### src/rtl/edeng_pkg.sv
`timescale 1ns / 1ps
`default_nettype none

package edeng_pkg;

   localparam int MAX_LEN_DEFAULT     = 64;
   localparam int SYMBOL_BITS_DEFAULT = 16;

   localparam int OP_BITS       = 2;
   localparam int SYMBOL_FIELD  = 16;
   localparam int SYMBOL_WIDE   = 64;
   localparam int DIST_BITS     = 7;
   localparam int DIST_MAX      = 127;

   localparam logic [OP_BITS-1:0] OP_APPEND_FIRST  = 2'd0;
   localparam logic [OP_BITS-1:0] OP_APPEND_SECOND = 2'd1;
   localparam logic [OP_BITS-1:0] OP_COMPUTE       = 2'd2;

   typedef struct packed {
      logic append_first;
      logic append_second;
      logic trivial_load;
      logic compute_start;
      logic row_start;
      logic cell_issue;
      logic next_row;
      logic result_load;
   } ctrl_cmd_type;

   typedef struct packed {
      logic first_empty;
      logic second_empty;
      logic cell_last;
      logic row_last;
   } dpath_status_type;

endpackage

`default_nettype wire

### src/rtl/edeng_if.sv
`timescale 1ns / 1ps
`default_nettype none

interface edeng_req_if;
   import edeng_pkg::*;

   logic                    valid;
   logic                    ready;
   logic [OP_BITS-1:0]      op;
   logic [SYMBOL_FIELD-1:0] symbol;

   modport source (output valid, output op, output symbol, input ready);
   modport sink   (input valid, input op, input symbol, output ready);
endinterface

interface edeng_rsp_if;
   import edeng_pkg::*;

   logic                 valid;
   logic                 ready;
   logic [DIST_BITS-1:0] distance;
   logic                 overflowed;

   modport source (output valid, output distance, output overflowed, input ready);
   modport sink   (input valid, input distance, input overflowed, output ready);
endinterface

`default_nettype wire

### src/rtl/edeng_ram.sv
`timescale 1ns / 1ps
`default_nettype none

module edeng_ram #(
   parameter int WIDTH = 16,
   parameter int DEPTH = 64,
   localparam int ADDR_BITS = (DEPTH > 1) ? $clog2(DEPTH) : 1
) (
   input  wire logic                 clock,
   input  wire logic                 wr_en,
   input  wire logic [ADDR_BITS-1:0] wr_addr,
   input  wire logic [WIDTH-1:0]     wr_data,
   input  wire logic                 rd_en,
   input  wire logic [ADDR_BITS-1:0] rd_addr,
   output logic      [WIDTH-1:0]     rd_data
);

   logic [WIDTH-1:0] mem_ff [DEPTH];
   logic [WIDTH-1:0] rd_data_ff;

   always_ff @(posedge clock) begin
      if (wr_en) begin
         mem_ff[wr_addr] <= wr_data;
      end
      if (rd_en) begin
         rd_data_ff <= mem_ff[rd_addr];
      end
   end

   assign rd_data = rd_data_ff;

endmodule

`default_nettype wire

### src/rtl/edeng_ctrl.sv
`timescale 1ns / 1ps
`default_nettype none

module edeng_ctrl (
   input  wire logic                         clock,
   input  wire logic                         reset,
   input  wire logic                         req_valid,
   input  wire logic [edeng_pkg::OP_BITS-1:0] req_op,
   output logic                              req_ready,
   output logic                              rsp_valid,
   input  wire logic                         rsp_ready,
   input  wire edeng_pkg::dpath_status_type  status,
   output edeng_pkg::ctrl_cmd_type           cmd
);
   import edeng_pkg::*;

   typedef enum logic [4:0] {
      ST_IDLE  = 5'b00001,
      ST_ROW   = 5'b00010,
      ST_CELL  = 5'b00100,
      ST_DRAIN = 5'b01000,
      ST_OUT   = 5'b10000
   } ctrl_state_type;

   ctrl_state_type state_ff, state_in;
   logic           rsp_valid_ff, rsp_valid_in;
   logic           ready_out;
   ctrl_cmd_type   cmd_out;

   always_comb begin
      state_in     = state_ff;
      cmd_out      = '0;
      ready_out    = 1'b0;
      rsp_valid_in = rsp_valid_ff && !rsp_ready;
      case (state_ff)
         ST_IDLE: begin
            ready_out = 1'b1;
            if (req_valid) begin
               case (req_op)
                  OP_APPEND_FIRST:  cmd_out.append_first  = 1'b1;
                  OP_APPEND_SECOND: cmd_out.append_second = 1'b1;
                  OP_COMPUTE: begin
                     if (status.first_empty || status.second_empty) begin
                        cmd_out.trivial_load = 1'b1;
                        state_in             = ST_OUT;
                     end else begin
                        cmd_out.compute_start = 1'b1;
                        state_in              = ST_ROW;
                     end
                  end
                  default: ;
               endcase
            end
         end
         ST_ROW: begin
            cmd_out.row_start = 1'b1;
            state_in          = ST_CELL;
         end
         ST_CELL: begin
            cmd_out.cell_issue = 1'b1;
            if (status.cell_last) begin
               state_in = ST_DRAIN;
            end
         end
         ST_DRAIN: begin
            if (status.row_last) begin
               state_in = ST_OUT;
            end else begin
               cmd_out.next_row = 1'b1;
               state_in         = ST_ROW;
            end
         end
         ST_OUT: begin
            if (!rsp_valid_ff || rsp_ready) begin
               cmd_out.result_load = 1'b1;
               rsp_valid_in        = 1'b1;
               state_in            = ST_IDLE;
            end
         end
         default: state_in = ST_IDLE;
      endcase
   end

   always_ff @(posedge clock) begin
      if (reset) begin
         state_ff     <= ST_IDLE;
         rsp_valid_ff <= 1'b0;
      end else begin
         state_ff     <= state_in;
         rsp_valid_ff <= rsp_valid_in;
      end
   end

   assign req_ready = ready_out;
   assign rsp_valid = rsp_valid_ff;
   assign cmd       = cmd_out;

endmodule

`default_nettype wire

### src/rtl/edeng_dpath.sv
`timescale 1ns / 1ps
`default_nettype none

module edeng_dpath #(
   parameter int MAX_LEN     = edeng_pkg::MAX_LEN_DEFAULT,
   parameter int SYMBOL_BITS = edeng_pkg::SYMBOL_BITS_DEFAULT
) (
   input  wire logic                              clock,
   input  wire logic                              reset,
   input  wire logic [edeng_pkg::SYMBOL_FIELD-1:0] req_symbol,
   input  wire edeng_pkg::ctrl_cmd_type           cmd,
   output edeng_pkg::dpath_status_type            status,
   output logic      [edeng_pkg::DIST_BITS-1:0]   rsp_distance,
   output logic                                   rsp_overflowed
);
   import edeng_pkg::*;

   localparam int LEN_BITS  = $clog2(MAX_LEN + 1);
   localparam int ADDR_BITS = (MAX_LEN > 1) ? $clog2(MAX_LEN) : 1;
   localparam int COST_BITS = LEN_BITS;

   // sequence lengths and overflow
   logic [LEN_BITS-1:0] n1_ff, n1_in;
   logic [LEN_BITS-1:0] n2_ff, n2_in;
   logic                ovf_ff, ovf_in;
   logic                n1_full, n2_full;

   // sweep counters and cell pipeline
   logic [LEN_BITS-1:0]  x_ff, x_in;
   logic [LEN_BITS-1:0]  y_ff, y_in;
   logic [LEN_BITS-1:0]  y_dec, x_dec;
   logic                 pipe_valid_ff;
   logic [LEN_BITS-1:0]  pipe_y_ff;
   logic [ADDR_BITS-1:0] pipe_addr_ff;
   logic [COST_BITS-1:0] left_ff, left_in;
   logic [COST_BITS-1:0] diag_ff, diag_in;

   logic [DIST_BITS-1:0] dist_ff, dist_in;
   logic                 ovf_out_ff;

   logic [SYMBOL_WIDE-1:0] sym_wide;
   logic [SYMBOL_BITS-1:0] sym_keep;
   logic [SYMBOL_BITS-1:0] first_rd, second_rd;
   logic [COST_BITS-1:0]   cost_rd;
   logic [ADDR_BITS-1:0]   cell_addr;

   logic [COST_BITS-1:0] up;
   logic [COST_BITS:0]   up_inc, left_inc, sub_cost, best_wide;
   logic [COST_BITS-1:0] best;
   logic [31:0]          left_wide;

   assign sym_wide  = SYMBOL_WIDE'(req_symbol);
   assign sym_keep  = sym_wide[SYMBOL_BITS-1:0];
   assign n1_full   = (n1_ff == LEN_BITS'(MAX_LEN));
   assign n2_full   = (n2_ff == LEN_BITS'(MAX_LEN));
   assign y_dec     = y_ff - LEN_BITS'(1);
   assign x_dec     = x_ff - LEN_BITS'(1);
   assign cell_addr = y_dec[ADDR_BITS-1:0];

   edeng_ram #(.WIDTH(SYMBOL_BITS), .DEPTH(MAX_LEN)) u_first_ram (
      .clock   (clock),
      .wr_en   (cmd.append_first && !n1_full),
      .wr_addr (n1_ff[ADDR_BITS-1:0]),
      .wr_data (sym_keep),
      .rd_en   (cmd.cell_issue),
      .rd_addr (cell_addr),
      .rd_data (first_rd)
   );

   edeng_ram #(.WIDTH(SYMBOL_BITS), .DEPTH(MAX_LEN)) u_second_ram (
      .clock   (clock),
      .wr_en   (cmd.append_second && !n2_full),
      .wr_addr (n2_ff[ADDR_BITS-1:0]),
      .wr_data (sym_keep),
      .rd_en   (cmd.row_start),
      .rd_addr (x_dec[ADDR_BITS-1:0]),
      .rd_data (second_rd)
   );

   edeng_ram #(.WIDTH(COST_BITS), .DEPTH(MAX_LEN)) u_cost_ram (
      .clock   (clock),
      .wr_en   (pipe_valid_ff),
      .wr_addr (pipe_addr_ff),
      .wr_data (best),
      .rd_en   (cmd.cell_issue),
      .rd_addr (cell_addr),
      .rd_data (cost_rd)
   );

   // first row reads the implicit initial row y
   assign up        = (x_ff == LEN_BITS'(1)) ? pipe_y_ff : cost_rd;
   assign up_inc    = {1'b0, up} + (COST_BITS + 1)'(1);
   assign left_inc  = {1'b0, left_ff} + (COST_BITS + 1)'(1);
   assign sub_cost  = {1'b0, diag_ff} + (COST_BITS + 1)'(first_rd != second_rd);

   always_comb begin
      best_wide = (up_inc < left_inc) ? up_inc : left_inc;
      if (sub_cost < best_wide) begin
         best_wide = sub_cost;
      end
   end

   assign best      = best_wide[COST_BITS-1:0];
   assign left_wide = 32'(left_ff);

   always_comb begin
      n1_in   = n1_ff;
      n2_in   = n2_ff;
      ovf_in  = ovf_ff;
      x_in    = x_ff;
      y_in    = y_ff;
      left_in = left_ff;
      diag_in = diag_ff;
      dist_in = (left_wide > 32'(DIST_MAX)) ? DIST_BITS'(DIST_MAX) : left_wide[DIST_BITS-1:0];
      if (cmd.append_first) begin
         if (n1_full) begin
            ovf_in = 1'b1;
         end else begin
            n1_in = n1_ff + LEN_BITS'(1);
         end
      end
      if (cmd.append_second) begin
         if (n2_full) begin
            ovf_in = 1'b1;
         end else begin
            n2_in = n2_ff + LEN_BITS'(1);
         end
      end
      if (cmd.trivial_load) begin
         left_in = (n1_ff == '0) ? n2_ff : n1_ff;
      end
      if (cmd.compute_start) begin
         x_in = LEN_BITS'(1);
      end
      if (cmd.next_row) begin
         x_in = x_ff + LEN_BITS'(1);
      end
      if (cmd.row_start) begin
         y_in    = LEN_BITS'(1);
         left_in = x_ff;
         diag_in = x_dec;
      end
      if (cmd.cell_issue) begin
         y_in = y_ff + LEN_BITS'(1);
      end
      if (pipe_valid_ff) begin
         left_in = best;
         diag_in = up;
      end
      if (cmd.result_load) begin
         n1_in  = '0;
         n2_in  = '0;
         ovf_in = 1'b0;
      end
   end

   always_ff @(posedge clock) begin
      if (reset) begin
         n1_ff         <= '0;
         n2_ff         <= '0;
         ovf_ff        <= 1'b0;
         pipe_valid_ff <= 1'b0;
      end else begin
         n1_ff         <= n1_in;
         n2_ff         <= n2_in;
         ovf_ff        <= ovf_in;
         pipe_valid_ff <= cmd.cell_issue;
      end
   end

   always_ff @(posedge clock) begin
      x_ff         <= x_in;
      y_ff         <= y_in;
      left_ff      <= left_in;
      diag_ff      <= diag_in;
      pipe_y_ff    <= y_ff;
      pipe_addr_ff <= cell_addr;
      if (cmd.result_load) begin
         dist_ff    <= dist_in;
         ovf_out_ff <= ovf_ff;
      end
   end

   assign status.first_empty  = (n1_ff == '0);
   assign status.second_empty = (n2_ff == '0);
   assign status.cell_last    = (y_ff == n1_ff);
   assign status.row_last     = (x_ff == n2_ff);

   assign rsp_distance   = dist_ff;
   assign rsp_overflowed = ovf_out_ff;

endmodule

`default_nettype wire

### src/rtl/edit_distance_engine_unit.sv
//  channel   dir   handshake          payload
//  req_bus   in    valid / ready      op, symbol
//  rsp_bus   out   valid / ready      distance, overflowed
//
//  a compute request with both sequences non-empty sweeps each row one cell per cycle
//  through the cost row memory
//  reset is synchronous and clears lengths, overflow flag and control state
//  requests are taken only while idle; a stalled result holds in the output register
`timescale 1ns / 1ps
`default_nettype none

module edit_distance_engine_unit #(
   parameter int MAX_LEN     = edeng_pkg::MAX_LEN_DEFAULT,
   parameter int SYMBOL_BITS = edeng_pkg::SYMBOL_BITS_DEFAULT
) (
   input wire logic        clock,
   input wire logic        reset,
   edeng_req_if.sink       req_bus,
   edeng_rsp_if.source     rsp_bus
);
   import edeng_pkg::*;

   ctrl_cmd_type     cmd;
   dpath_status_type status;

   edeng_ctrl u_ctrl (
      .clock     (clock),
      .reset     (reset),
      .req_valid (req_bus.valid),
      .req_op    (req_bus.op),
      .req_ready (req_bus.ready),
      .rsp_valid (rsp_bus.valid),
      .rsp_ready (rsp_bus.ready),
      .status    (status),
      .cmd       (cmd)
   );

   edeng_dpath #(.MAX_LEN(MAX_LEN), .SYMBOL_BITS(SYMBOL_BITS)) u_dpath (
      .clock          (clock),
      .reset          (reset),
      .req_symbol     (req_bus.symbol),
      .cmd            (cmd),
      .status         (status),
      .rsp_distance   (rsp_bus.distance),
      .rsp_overflowed (rsp_bus.overflowed)
   );

endmodule

`default_nettype wire

### src/flat_wrapper.sv
// flat-port wrapper written by rule: the top's interface ports become plain ports
module edit_distance_engine_unit_flat import edeng_pkg::*;
#(
   parameter int MAX_LEN     = edeng_pkg::MAX_LEN_DEFAULT,
   parameter int SYMBOL_BITS = edeng_pkg::SYMBOL_BITS_DEFAULT
)
  (clock, reset, req_bus_valid, req_bus_op, req_bus_symbol, req_bus_ready, rsp_bus_valid, rsp_bus_distance, rsp_bus_overflowed, rsp_bus_ready);
  edeng_req_if req_bus_i ();
  edeng_rsp_if rsp_bus_i ();
  input wire logic clock;
  input wire logic reset;
  input wire logic [$bits(req_bus_i.valid)-1:0] req_bus_valid;
  input wire logic [$bits(req_bus_i.op)-1:0] req_bus_op;
  input wire logic [$bits(req_bus_i.symbol)-1:0] req_bus_symbol;
  output wire logic [$bits(req_bus_i.ready)-1:0] req_bus_ready;
  output wire logic [$bits(rsp_bus_i.valid)-1:0] rsp_bus_valid;
  output wire logic [$bits(rsp_bus_i.distance)-1:0] rsp_bus_distance;
  output wire logic [$bits(rsp_bus_i.overflowed)-1:0] rsp_bus_overflowed;
  input wire logic [$bits(rsp_bus_i.ready)-1:0] rsp_bus_ready;
  assign req_bus_i.valid = req_bus_valid;
  assign req_bus_i.op = req_bus_op;
  assign req_bus_i.symbol = req_bus_symbol;
  assign req_bus_ready = req_bus_i.ready;
  assign rsp_bus_valid = rsp_bus_i.valid;
  assign rsp_bus_distance = rsp_bus_i.distance;
  assign rsp_bus_overflowed = rsp_bus_i.overflowed;
  assign rsp_bus_i.ready = rsp_bus_ready;
  edit_distance_engine_unit #(.MAX_LEN(MAX_LEN), .SYMBOL_BITS(SYMBOL_BITS)) u_core (.clock(clock), .reset(reset), .req_bus(req_bus_i), .rsp_bus(rsp_bus_i));
endmodule
### config.mk
export PLATFORM = sky130hd
export DESIGN_NAME = edit_distance_engine_unit_flat
export DESIGN_NICKNAME = d
export VERILOG_FILES = /design/src/rtl/edeng_pkg.sv /design/src/rtl/edeng_if.sv /design/src/rtl/edeng_ram.sv /design/src/rtl/edeng_ctrl.sv /design/src/rtl/edeng_dpath.sv /design/src/rtl/edit_distance_engine_unit.sv /design/src/flat_wrapper.sv
export SDC_FILE = /design/constraint.sdc
export NUM_CORES = 2
export LEC_CHECK = 0
export BUFFER_PORTS_ARGS = -buffer_cell sky130_fd_sc_hd__buf_4
export CAP_MARGIN = 20
export CORE_ASPECT_RATIO = 1.75
export CORE_MARGIN = 1.5
export CORE_UTILIZATION = 44
export DETAILED_ROUTE_END_ITERATION = 8
export SYNTH_ARGS = -nofsm -noshare
export SYNTH_HDL_FRONTEND = slang
export SYNTH_SLANG_ARGS = --single-unit
### constraint.sdc
create_clock -name clock -period 16.6 [get_ports clock]
set_input_delay 3.32 -clock clock [delete_from_list [all_inputs] [get_ports clock]]
set_output_delay 3.32 -clock clock [all_outputs]
set_load 0.02 [all_outputs]
Yosys cells after proc, flatten, opt, wreduce, memory -nomap -nowiden
Memory sizes are Yosys's and may differ from the RTL's. A register that Yosys moved wholly into a read port is not among the register bits.
Index checks and enable logic that the tools add are counted.
{"block": "op_classes", "n_reduce_logical": 20, "mux": 46, "magnitude_cmp": 3, "shifts": 0, "bitwise": 2, "div": 0, "mul": 0, "addsub": 9, "n_eq_ne": 17}
{"cell": "7-bit 2-to-1 mux", "n": 12}
{"cell": "5-bit 2-to-1 mux", "n": 6}
{"cell": "7-bit by 1-bit adder with 7-bit output (second input constant)", "n": 4}
{"cell": "5-bit one-hot mux with 5 select lines", "n": 1}
{"cell": "1-bit 2-to-1 mux", "n": 23}
{"cell": "7-bit by 1-bit adder with 8-bit output (second input constant)", "n": 2}
{"cell": "8-bit less-than comparator", "n": 2}
{"cell": "16-bit != test", "n": 1}
{"cell": "7-bit == test", "n": 2}
{"cell": "7-bit == test (second input constant)", "n": 2}
{"cell": "7-bit logical NOT", "n": 2}
{"cell": "7-bit by 1-bit adder with 8-bit output", "n": 1}
{"cell": "4-bit 2-to-1 mux", "n": 2}
{"cell": "8-bit 2-to-1 mux", "n": 1}
{"cell": "7-bit by 1-bit == test with 1-bit output (second input constant)", "n": 1}
{"cell": "7-bit > comparator (second input constant)", "n": 1}
{"cell": "7-bit by 1-bit subtractor with 7-bit output (second input constant)", "n": 1}
{"cell": "2-bit nonzero test", "n": 3}
{"cell": "6-bit by 1-bit subtractor with 6-bit output (second input constant)", "n": 1}
{"cell": "5-bit by 1-bit == test with 1-bit output (second input constant)", "n": 1}
{"cell": "5-bit by 2-bit == test with 1-bit output (second input constant)", "n": 1}
{"cell": "5-bit by 3-bit == test with 1-bit output (second input constant)", "n": 1}
{"cell": "5-bit by 4-bit == test with 1-bit output (second input constant)", "n": 1}
{"cell": "5-bit == test (second input constant)", "n": 1}
{"cell": "14 further kinds", "n": 24}
{"block": "word_totals", "memories": 3, "wordCells": 114, "output_inout_bits": 10, "latchBits": 0, "register_bits": 71, "rom_bits": 0, "mem_bits_rw": 2496, "input_bits": 22}
{"name": "u_core.u_dpath.u_first_ram.mem_ff", "depth": 64, "width": 16, "read_ports": 1, "rd_ports_with_merged_regs": 1, "wr": 1, "line_no": "edeng_ram.sv:18", "rtl": "logic [WIDTH-1:0] mem_ff [DEPTH];"}
{"name": "u_core.u_dpath.u_second_ram.mem_ff", "depth": 64, "width": 16, "read_ports": 1, "rd_ports_with_merged_regs": 1, "wr": 1, "line_no": "edeng_ram.sv:18"}
{"name": "u_core.u_dpath.u_cost_ram.mem_ff", "depth": 64, "width": 7, "read_ports": 1, "rd_ports_with_merged_regs": 1, "wr": 1, "line_no": "edeng_ram.sv:18"}

Depth between registers and ports, before layout
{"block": "logic_depth", "word_depth": 9, "depth_mapped": 25, "ltp_nobuf": 23}

By module
A second synthesis with hierarchy kept.
{"block": "hier_totals", "hier_cells": 5016, "area_unflattened_um2": 103042.6}
{"mod": "edeng_ram (u_core.u_dpath.u_first_ram ...)", "instances": 2, "seq_area_each_um2": 31230.0, "cells_each": 1829, "area_each_um2": 40202.3}
{"mod": "edeng_ram (u_core.u_dpath.u_cost_ram)", "instances": 1, "seq_area_each_um2": 13663.1, "cells_each": 827, "area_each_um2": 17705.7}
{"mod": "edeng_dpath", "instances": 1, "seq_area_each_um2": 1661.6, "cells_each": 484, "area_each_um2": 4508.1}
{"mod": "edeng_ctrl", "instances": 1, "seq_area_each_um2": 120.1, "cells_each": 47, "area_each_um2": 424.2}

Worst setup path after synthesis
Ideal clock, no wire load.
{"block": "synth_path", "kind": "reg2reg", "from": "reg u_core.u_dpath.x_ff[1]", "to": "mem u_core.u_dpath.u_cost_ram.mem_ff[0][2] (netlist bit) (data pin)", "stages_incl_launch_ff": 25, "required_time_ps": 15898, "synth_period_minus_slack_ps": 8266, "setup_slack_ps": 8334, "setup_time_ps": 702, "path_buffers": 2, "t_arrival_ps": 7565, "path_cell_list": "edfxtp_1 inv_1 ha_1 nor4b_2 nand2_1 clkbuf_1 mux2_2 ha_1 and3_1 nand3_1 xor2_1 o21ai_0 ha_1 nand2_1 o21ai_0 a21o_1 buf_2 mux2_2 inv_1 ha_1 o21ai_0 a211oi_1 a221o_1 nor2_1 o21ai_0"}
{"block": "synth_between", "elab_chain_cells": 7}
{"item": "start: declaration", "line_no": "edeng_dpath.sv:29", "rtl": "logic [LEN_BITS-1:0] x_ff, x_in;"}
{"item": "start signal: assignment", "line_no": "edeng_dpath.sv:172", "rtl": "x_ff <= x_in;"}
{"item": "7-bit by 1-bit == test with 1-bit output *", "line_no": "edeng_dpath.sv:91", "rtl": "assign up = (x_ff == LEN_BITS'(1)) ? pipe_y_ff : cost_rd;"}
{"item": "7-bit 2-to-1 mux *", "line_no": "edeng_dpath.sv:91"}
{"item": "7-bit by 1-bit adder with 8-bit output *", "line_no": "edeng_dpath.sv:92", "rtl": "assign up_inc = {1'b0, up} + (COST_BITS + 1)'(1);"}
{"item": "8-bit less-than comparator", "line_no": "edeng_dpath.sv:97", "rtl": "best_wide = (up_inc < left_inc) ? up_inc : left_inc;"}
{"item": "8-bit 2-to-1 mux *", "line_no": "edeng_dpath.sv:97"}
{"item": "8-bit less-than comparator", "line_no": "edeng_dpath.sv:98", "rtl": "if (sub_cost < best_wide) begin"}
{"item": "7-bit 2-to-1 mux *", "line_no": "edeng_dpath.sv:98"}
{"item": "net u_core.u_dpath.best_wide[2]", "line_no": "edeng_dpath.sv:48", "rtl": "logic [COST_BITS:0] up_inc, left_inc, sub_cost, best_wide;"}
{"item": "end: declaration", "line_no": "edeng_ram.sv:18"}
Mark *: on every way through the listed nets, which the timed path passes. The rest lies on a longest branch.

Worst setup path in the final report
{"block": "layout_path", "from": "reg u_core.u_dpath.x_ff[0]", "to": "mem u_core.u_dpath.u_cost_ram.mem_ff[46][2] (netlist bit) (data pin)"}
The elaborated chain is that of the path after synthesis.

==> impl_metrics.tcl <==
set metrics [dict create \
    insertion_delay_ns 0.88 \
    drtIter0Drc 4129 \
    ioPinCount 32 \
    wl_mm 242 \
    timing.final.hold_violations 0 \
    path_class "reg2reg" \
    combPwrFrac 0.068 \
    gp_congestion 0.889 \
    area_growth_pct 12.0 \
    grt_pass1_vias 47700 \
    p_leak_nw 34.9 \
    core_um2 230000 \
    portBuffers 31 \
    rows 233 \
    endpoint_kind "flip-flop" \
    worst-r2r-setup-slack_ns 8.50 \
    internal_power_mw 10.6 \
    pwr-share-seq 0.549 \
    hp-class "reg2reg" \
    setup_tns_ns 0 \
    max_freq_mhz 123 \
    cts_tree "yes" \
    initial_core_util 0.442 \
    worst_path_most_repeated_cell "ha_1" \
    n_fill_cell 18300 \
    period_needed_ns 8.10 \
    synth_area_leaders "edfxtp_1 (76%), mux4_2 (18%), nor2_1 (0.94%)" \
    layout.nets 4677 \
    avgRoutedWirePerCell_um 30.6 \
    syn_area_per_cell_um2 23.0 \
    worstPathArrival_ns 8.64 \
    drc 0 \
    yosysWarnings 0 \
    seq_area_frac_synth 0.768 \
    yosys_most_used_dff "edfxtp_1" \
    slowest_stage "a211oi_1" \
    syn_nets 4455 \
    place_inst 7449 \
    cts_setup_buffers 0 \
    grt_pass1_wl_mm 348 \
    setup_viol 0 \
    async_reset_ff_frac 0 \
    yosysTopAreaCell "edfxtp_1" \
    post-route-period-util 0.488 \
    critPathTopFamily "compound AO/OA/AOI/OAI gates" \
    antenna_found_initial 18 \
    ys_ff_latch 2606 \
    clkPwrFrac 0.383 \
    gr-total-overflow 0 \
    dp_hpwl_mm 152 \
    drive_above_1_share 0.292 \
    fin_worst_skew_ns 0.0691 \
    maxSlewHeadroom 0.217 \
    ctsResizeCount 0 \
    ys_types 57 \
    numClockSinks 2606 \
    cts_hold_buf 0 \
    final_max_slew_viol_count 0 \
    clkTransAtPathRegs_ns 0.07 \
    critPathMaxStageDelay_ns 0.65 \
    powerDensity_nw_per_um2 119 \
    rsz0062_at_grt "false" \
    routed_via_density 5.73 \
    ant_nets 0 \
    mappedNetlistArea_um2 101000 \
    dr_total_vias 45200 \
    hold_slack_ns 0.435 \
    die_h_um 638 \
    synth_cells 4406 \
    path_buf_inv 2 \
    p_sw_frac 0.218 \
    drt_pass1_iterations 6 \
    status "finished, final reports clean" \
    fin_cells 7897 \
    grt_max_degree 120 \
    drv_cap 0 \
    ir_drop_mv 0.0922 \
    synth-edff-count 2571 \
    p_sw_mw 2.93 \
    htreeDepth 4 \
    crit_chain "buf_4, ha_1, nor4b_2, nand2_1, mux2_2, ha_1, and3_1, nand3_1, xor2_1, o21ai_0, ha_1, nand2_1, o21ai_0, a21o_1, mux2i_1, ha_1, nand4_1, a211oi_1, a221o_1, nor2_1, o21ai_4, buf_4" \
    gr-usage-all-layers 0.207 \
    total_power_mw 13.5 \
    fp.dieArea_um2 234000 \
    die_width_um 366 \
    cts.path.max_buffers 4 \
    worst_pin_slew_ns 1.17 \
    cts_buffers 228 \
    required_ns 17.13 \
    netlist.area_leader.share 0.761 \
    root_buffer "clkbuf_16" \
    cp-start-kind "flip-flop" \
    crit_fanout 64 \
]
layout make-up:
| class | instances | area [um^2] | share of cell area |
|---|---|---|---|
| antenna | 45 | 113 | 0.000992 |
| clock buffer | 288 | 6010 | 0.0530 |
| clock inverter | 111 | 1040 | 0.00916 |
| inverter | 33 | 124 | 0.00109 |
| multi-input combinational | 1523 | 22600 | 0.199 |
| sequential | 2606 | 77900 | 0.686 |
| tap | 3055 | 3820 | 0.0337 |
| timing repair buffer | 236 | 1900 | 0.0167 |
routing by layer:
| layer | global-route usage | routed length [um] |
|---|---|---|
| met1 | 0.235 | 86000 |
| met2 | 0.387 | 134000 |
| met3 | 0.0252 | 9750 |
| met4 | 0.0958 | 11900 |
| met5 | 0 | 27 |
power groups by stage:
stage	Combinational, mW	Clock, mW	Sequential, mW
after global placement	0.913	0	7.54
after floorplan	0.526	0	7.55
after global routing	0.984	5.50	7.40
after CTS	0.936	5.27	7.40
final	0.920	5.17	7.40
after detailed placement	0.933	0	7.55
layout by cell type, fill, tap and decap left out, drive strengths merged, types with 31 or more instances in the layout:
cell type,netlist,final
xor2,48,48
edfxtp,2571,2571
diode,0,45
a21oi,39,39
clkbuf,129,288
dfxtp,35,35
nand2,43,43
a211oi,31,31
nor2,255,255
mux2i,44,44
mux4,796,796
buf,115,236
inv,32,38
nand3,39,39
clkinv,1,84
flip-flops by register name, summed over array words and instances, names as in the netlist, 7 cells and up:
name                                 count
u_core.u_dpath.u_cost_ram.rd_data        7
u_core.u_dpath.y_ff                      7
u_core.u_dpath.left_ff                   7
u_core.u_dpath.u_second_ram.rd_data     16
u_core.u_dpath.u_cost_ram.mem_ff       448
u_core.u_dpath.pipe_y_ff                 7
u_core.u_dpath.n1_ff                     7
u_core.u_dpath.u_first_ram.mem_ff     1024
u_core.u_dpath.u_second_ram.mem_ff    1024
u_core.u_dpath.n2_ff                     7
u_core.u_dpath.rsp_distance              7
u_core.u_dpath.u_first_ram.rd_data      16
u_core.u_dpath.diag_ff                   7
u_core.u_dpath.x_ff                      7
per-stage QoR:
| stage | area [um^2] | setup slack [ns] | util |
|---|---|---|---|
| after global routing | 114000 | 7.94 | 0.494 |
| final | 114000 | 8.50 | 0.494 |
| after global placement | 106000 | 8.43 | 0.462 |
| after floorplan | 101000 | 8.33 | - |
| after CTS | 113000 | 8.30 | 0.493 |
| after detailed placement | 106000 | 8.33 | 0.463 |
final timing paths:
check	to	from	depth (start not counted)
setup / recovery	u_core.u_dpath.u_cost_ram.mem_ff[46][2]	u_core.u_dpath.x_ff[0]	22
hold / removal	u_core.u_dpath.rsp_overflowed	u_core.u_dpath.ovf_ff	0
setup reg to reg	u_core.u_dpath.u_cost_ram.mem_ff[46][2]	u_core.u_dpath.x_ff[0]	22
hold reg to reg	u_core.u_dpath.rsp_overflowed	u_core.u_dpath.ovf_ff	0
kinds of logic after synthesis:
family,after synthesis,share of synthesized area
mux,846,0.182
xor+xnor,78,0.00673
buf+inv,277,0.0117
fa+ha+maj,27,0.00333
simple gates,451,0.0205
flops,2606,0.768
compound gates,121,0.00796
synth_stat cells, types with 7 or more instances:
master and count:
a211oi_1 31, a21oi_1 39, and3_1 8, buf_1 28, buf_2 75, buf_4 9
clkbuf_1 129, dfxtp_1 35, edfxtp_1 2571, ha_1 27, inv_1 32, mux2i_1 44
mux4_2 796, nand2_1 42, nand2b_1 8, nand3_1 38, nand3b_1 10, nand4_1 8
nor2_1 255, nor2b_1 28, nor3_1 17, o21ai_0 17, o31ai_1 8, or3b_2 7
xnor2_1 30, xor2_1 48
(Power assumes the default switching activity.)
